===== config.mk =====
export PLATFORM = sky130hd
export DESIGN_NAME = clit_ctrl
export DESIGN_NICKNAME = d
export VERILOG_FILES = /design/src/rtl/core/clamped_linear_interp_table_macros.svh /design/src/rtl/core/clit_pkg.sv /design/src/rtl/core/clit_ctrl.sv
export SDC_FILE = /design/constraint.sdc
export NUM_CORES = 1
export LEC_CHECK = 0
export ABC_AREA = 1
export BUFFER_PORTS_ARGS = -buffer_cell sky130_fd_sc_hd__buf_4
export CAP_MARGIN = 25
export CORE_AREA = 4 4 41 43
export CTS_BUF_LIST = sky130_fd_sc_hd__clkbuf_8
export CTS_CLUSTER_SIZE = 14
export DETAILED_ROUTE_END_ITERATION = 8
export DIE_AREA = 0 0 45 47
export PLACE_DENSITY_LB_ADDON = 0.12
export SYNTH_ARGS = -nofsm -noshare
export SYNTH_HDL_FRONTEND = slang
export SYNTH_SLANG_ARGS = --single-unit

===== constraint.sdc =====
create_clock -name clock -period 2.32 [get_ports clock]
set_input_delay 0.232 -clock clock [delete_from_list [all_inputs] [get_ports clock]]
set_output_delay 0.232 -clock clock [all_outputs]
set_load 0.02 [all_outputs]

===== src/rtl/core/clamped_linear_interp_table_macros.svh =====
// ----------------------------------------------------------------------------
// clamped_linear_interp_table_macros.svh
// Assertion shorthands shared by the interpolation table RTL.
// ----------------------------------------------------------------------------
`ifndef CLAMPED_LINEAR_INTERP_TABLE_MACROS_SVH
`define CLAMPED_LINEAR_INTERP_TABLE_MACROS_SVH

// Same-cycle implication, checked out of reset
`define CLIT_ASSERT_IMP(label, clk, rst, ante, cons, msg) \
   label: assert property (@(posedge clk) disable iff (rst) (ante) |-> (cons)) \
      else $error(msg);

// Next-cycle implication, checked out of reset
`define CLIT_ASSERT_NXT(label, clk, rst, ante, cons, msg) \
   label: assert property (@(posedge clk) disable iff (rst) (ante) |=> (cons)) \
      else $error(msg);

`endif


===== src/rtl/core/clit_pkg.sv =====
// ----------------------------------------------------------------------------
// clit_pkg
// Types, codes and widths shared by the interpolation table controller,
// datapath and top level.
// ----------------------------------------------------------------------------
package clit_pkg;

   localparam int CLIT_MAX_POINTS_DEF = 64;

   localparam int VAL_W       = 17;
   localparam int PROD_W      = 2 * VAL_W;
   localparam int ACT_W       = 2;
   localparam int STAT_W      = 2;
   localparam int REQ_TDATA_W = ((3 * VAL_W + 7) / 8) * 8;
   localparam int RSP_TDATA_W = ((2 * VAL_W + 7) / 8) * 8;
   localparam int DIV_STEPS   = VAL_W;
   localparam int DIV_CNT_W   = $clog2(DIV_STEPS);

   localparam logic [ACT_W-1:0] ACT_CLEAR  = 2'd0;
   localparam logic [ACT_W-1:0] ACT_APPEND = 2'd1;
   localparam logic [ACT_W-1:0] ACT_QUERY  = 2'd2;

   localparam logic [STAT_W-1:0] STAT_OK    = 2'd0;
   localparam logic [STAT_W-1:0] STAT_FULL  = 2'd1;
   localparam logic [STAT_W-1:0] STAT_EMPTY = 2'd2;

   typedef struct packed {
      logic [VAL_W-1:0] abscissa;
      logic [VAL_W-1:0] water;
      logic [VAL_W-1:0] oil;
   } entry_type;

   typedef enum logic [1:0] {
      RD_HEAD   = 2'd0,
      RD_TAIL   = 2'd1,
      RD_SECOND = 2'd2,
      RD_FOLLOW = 2'd3
   } rd_sel_type;

   typedef enum logic [1:0] {
      RES_HOLD = 2'd0,
      RES_PREV = 2'd1,
      RES_RD   = 2'd2,
      RES_LERP = 2'd3
   } res_sel_type;

   typedef struct packed {
      logic        accept;
      logic        rd_en;
      rd_sel_type  rd_sel;
      logic        save_prev;
      res_sel_type res_sel;
      logic        start_interp;
      logic        mul;
      logic        div_step;
      logic        load_out;
   } cmd_type;

   typedef struct packed {
      logic query_go;
      logic x_le_rd;
      logic x_ge_rd;
      logic in_span;
      logic zero_span;
      logic idx_last;
      logic div_last;
   } stat_type;

endpackage


===== src/rtl/core/clit_ctrl.sv =====
// ----------------------------------------------------------------------------
// clit_ctrl
// Sequencer for the interpolation table: accepts words, walks the stored
// points, runs the lerp datapath and hands results to the output register.
// ----------------------------------------------------------------------------
module clit_ctrl
   import clit_pkg::*;
(
   input  logic     clock,
   input  logic     reset,
   input  logic     req_tvalid,
   output logic     req_tready,
   output logic     rsp_tvalid,
   input  logic     rsp_tready,
   input  stat_type st,
   output cmd_type  cmd
);

   typedef enum logic [7:0] {
      S_IDLE  = 8'b0000_0001,
      S_FIRST = 8'b0000_0010,
      S_LAST  = 8'b0000_0100,
      S_SCAN  = 8'b0000_1000,
      S_MUL   = 8'b0001_0000,
      S_DIV   = 8'b0010_0000,
      S_FIN   = 8'b0100_0000,
      S_DONE  = 8'b1000_0000
   } ctrl_state_type;

   ctrl_state_type state_ff, state_in;
   logic           valid_ff, valid_in;

   assign req_tready = (state_ff == S_IDLE);
   assign rsp_tvalid = valid_ff;

   always_comb begin
      state_in         = state_ff;
      cmd              = '0;
      cmd.rd_sel       = RD_HEAD;
      cmd.res_sel      = RES_HOLD;
      case (state_ff)
         S_IDLE: begin
            if (req_tvalid) begin
               cmd.accept = 1'b1;
               if (st.query_go) begin
                  cmd.rd_en  = 1'b1;
                  cmd.rd_sel = RD_HEAD;
                  state_in   = S_FIRST;
               end else begin
                  state_in = S_DONE;
               end
            end
         end
         S_FIRST: begin
            cmd.save_prev = 1'b1;
            if (st.x_le_rd) begin
               cmd.res_sel = RES_RD;
               state_in    = S_DONE;
            end else begin
               cmd.rd_en  = 1'b1;
               cmd.rd_sel = RD_TAIL;
               state_in   = S_LAST;
            end
         end
         S_LAST: begin
            if (st.x_ge_rd) begin
               cmd.res_sel = RES_RD;
               state_in    = S_DONE;
            end else begin
               cmd.rd_en  = 1'b1;
               cmd.rd_sel = RD_SECOND;
               state_in   = S_SCAN;
            end
         end
         S_SCAN: begin
            if (st.in_span) begin
               if (st.zero_span) begin
                  cmd.res_sel = RES_PREV;
                  state_in    = S_DONE;
               end else begin
                  cmd.start_interp = 1'b1;
                  state_in         = S_MUL;
               end
            end else if (st.idx_last) begin
               // no interval matched: fall back to the last point
               cmd.res_sel = RES_RD;
               state_in    = S_DONE;
            end else begin
               cmd.save_prev = 1'b1;
               cmd.rd_en     = 1'b1;
               cmd.rd_sel    = RD_FOLLOW;
            end
         end
         S_MUL: begin
            cmd.mul  = 1'b1;
            state_in = S_DIV;
         end
         S_DIV: begin
            cmd.div_step = 1'b1;
            if (st.div_last) begin
               state_in = S_FIN;
            end
         end
         S_FIN: begin
            cmd.res_sel = RES_LERP;
            state_in    = S_DONE;
         end
         S_DONE: begin
            // hold until the output register is free
            if (!valid_ff || rsp_tready) begin
               cmd.load_out = 1'b1;
               state_in     = S_IDLE;
            end
         end
         default: begin
            state_in = S_IDLE;
         end
      endcase
   end

   always_comb begin
      valid_in = valid_ff;
      if (cmd.load_out) begin
         valid_in = 1'b1;
      end else if (rsp_tready) begin
         valid_in = 1'b0;
      end
   end

   always_ff @(posedge clock) begin
      if (reset) begin
         state_ff <= S_IDLE;
         valid_ff <= 1'b0;
      end else begin
         state_ff <= state_in;
         valid_ff <= valid_in;
      end
   end

endmodule


==> impl_summary.txt <==
----------------------------------------------------
[Status]
  Status ... complete, no violations

[Synth]
  Synthesis-stage register bit count ... 9
  Asr flop ratio synth ... 0
  Warning count from the yosys run ... 0
  Average instance area after synthesis ... 5.997 µm²
  Yosys top cell by area ... dfxtp_1
  Mapped cell area ... 665.6 µm²
  Most common library cells after synthesis ... nand2_1 (26), nor2_1 (23), inv_1 (19)
  Number of standard cells after synthesis ... 111
  Net count after synthesis ... 122
  Synth area leaders ... dfxtp_1 (27%), nand2_1 (15%), nor2_1 (13%), inv_1 (11%), nand3_1 (9.0%)
  Number of synthesized flops with an enable pin ... 0
  Post-synth top area share ... 0.2707
  Most frequently used cell type in the post-synthesis netlist ... nand2_1
  Seq/Total Area, Yosys ... 0.2707
  Count of cell types in the netlist ... 21
  Most common flop cell mapped by yosys ... dfxtp_1

[Drt]
  Initial DRC Count ... 5
  Mean routed wirelength per cell ... 10.91 µm
  Residual antenna-violating net count after detailed routing ... 0
  DRC violations left ... 0
  DRT Wirelength ... 1647 µm
  Total iterations of the first detailed-routing run ... 4
  Routed via count ... 710
  Drt via density ... 4.702

[Critical path]
  Data arrival time of the critical path ... 1460 ps
  Critical path start-end classification ... reg2out
  Crit path max fanout ... 7
  Critical path endpoint category ... output port
  Type of origin of the critical path ... flip-flop
  Required time of the worst setup path ... 2090 ps

[Floorplan]
  Starting utilization of the core area ... 0.5115
  Core footprint ... 1301 µm²
  X dimension of the die ... 45 µm
  Full die area ... 2115 µm²
  Number of standard-cell rows in the floorplan ... 13
  Die boundary height ... 47 µm
  Total I/O pin count ... 24

[GRT]
  Global-route wire length before repair ... 2732 µm
  Via count of the first global-routing pass ... 648
  Leftover overflow at the end of global routing ... 0
  Antenna violations before repair ... 0
  Largest net degree at the start of global routing ... 9
  Total routing resource utilization after global routing ... 0.1867

[Min path]
  Hold Crit Class ... in2reg

[CTS]
  Cts bufs inserted ... 3
  Clock tree from TritonCTS ... done
  H-tree depth ... 1
  Post-CTS Hold Buffers ... 0
  Root buffer cell ... clkbuf_8
  Buffer depth of the longest clock path ... 2
  Number of buffers inserted by post-CTS setup repair ... 0
  Post-CTS sizing ... 0
  Clock transition at the registers of the reported paths ... 40 ps
  Insertion delay to the later sink of the worst-skew pair ... 240 ps
  Sinks on Clock Net ... 9

[Layout]
  Layout net count ... 148
  Number of filler cells placed in the layout ... 123
  Area of the multi-input gates ... 389.1 µm²
  Fraction of layout cells with a size suffix above 1 ... 0.2941
  Sequential standard cell area ... 180.2 µm²
  Area growth from synthesis to final layout ... 33.83%
  Antenna Diode Count ... 0

[Power]
  Power Density ... 571.3 nW/µm²
  Static leakage power ... 0.5350 nW
  Total power ... 0.0005089 W
  Peak supply drop ... 0.4503 mV

[STA]
  Min Tclk post-route ... 1689 ps
  Number of max-slew violations in the final report ... 0
  Final-report setup violation count ... 0
  Final Hold Fails ... 0
  Fin Clk Skew ... 1.892 ps
  WHS ... 224.4 ps
  Worst setup slack after layout ... 631.4 ps
  Summed negative setup slack over all endpoints ... 0 ps
  Tcrit/Tclk final ... 0.7278
  Rel. slew slack ... 0.8673
  Actual transition at the worst max-transition pin ... 198.3 ps
  Unrepaired setup endpoints after global routing ... no
  Maximum frequency from static timing analysis ... 592.2 MHz

[Placed design]
  Number of buffers inserted by port buffering ... 23
  Detailed Place HPWL ... 1343 µm
  Worst slack, placed ... 888.2 ps
  Routability congestion estimate from global placement ... 0.8139

[Run]
  Max-cap viol count ... 0

----------------------------------------------------
## per-stage QoR
| stage | instances | util | area [µm²] |
|---|---|---|---|
| after floorplan | 111 | - | 665.6 |
| after global placement | 147 | 0.6500 | 845.8 |
| after detailed placement | 147 | 0.6500 | 845.8 |
| after CTS | 151 | 0.6846 | 890.9 |
| after global routing | 151 | 0.6846 | 890.9 |
| final | 151 | 0.6846 | 890.9 |
## area by class of cell
| type | instances | area share |
|---|---|---|
| Timing Repair Buffer | 23 | 0.1938 |
| Inverter | 22 | 0.09551 |
| Tap cell | 15 | 0.02107 |
| Sequential cell | 9 | 0.2022 |
| Multi-Input combinational cell | 78 | 0.4368 |
| Clock inverter | 1 | 0.004213 |
| Clock buffer | 3 | 0.04635 |
## sequential cells by signal, summed over array words and instances, names as in the netlist
| name | cells |
|---|---|
| rsp_tvalid | 1 |
| state_ff | 8 |
## layer usage
| layer | vias to the layer above | share of wire | track usage |
|---|---|---|---|
| li1 | 386 | - | - |
| met1 | 305 | 0.41 | 0.2100 |
| met3 | 4 | 0.052 | 0.07280 |
| met2 | 15 | 0.52 | 0.3192 |
| met5 | - | 0 | 0 |
| met4 | 0 | 0.010 | 0.07018 |
## path summary, 6_finish.rpt
check | startpoint | end | slack (ps) | depth (start not counted)
hold / removal | reset | state_ff[7] | 220 | 2
setup reg to reg | state_ff[3] | state_ff[7] | 1050 | 9
setup / recovery | state_ff[7] | cmd[9] | 630 | 8
hold reg to reg | rsp_tvalid | rsp_tvalid | 600 | 4
## critical path, stage by stage, from the launching register on
cell and delay, ps:
dfxtp_1 330, nor2_4 170, nand2_4 100, inv_4 100, nand2_1 80, nor2_1 130, nand2_1 70, nand3_1 80
buf_4 140
## kinds of logic (layout without fill, tap and decap cells)
logic type	after synthesis	in the layout	share of synthesized area
buf+inv	24	49	0.1447
simple gates	74	74	0.5395
flops	9	9	0.2707
compound gates	4	4	0.04511
## placed cells by master, fill, tap and decap left out
cell      synthesis  final
inv_4             1      1
nor2_1           23     23
dfxtp_1           9      9
clkbuf_8          0      3
nor2_4            2      2
o31ai_1           1      1
nand4_1           2      2
nor3_1            1      1
inv_1            19     20
nand3_1          12     12
inv_2             2      2
a21oi_1           1      1
nor2_8            1      1
o21ai_2           1      1
buf_4             1     23
nand2_4           2      2
a21oi_2           1      1
nor2_2            2      2
nand3b_1          1      1
nand2_2           2      2
nand2_1          26     26
## report_power, final
| group | leakage, nW | switching, W | internal (W) |
|---|---|---|---|
| Clock | 0.0269 | 0.0000673 | 0.000116 |
| Combinational | 0.435 | 0.0000949 | 0.0000614 |
| Sequential | 0.0731 | 0.00000645 | 0.000163 |
Note: power is estimated with default switching activity, not from simulation.
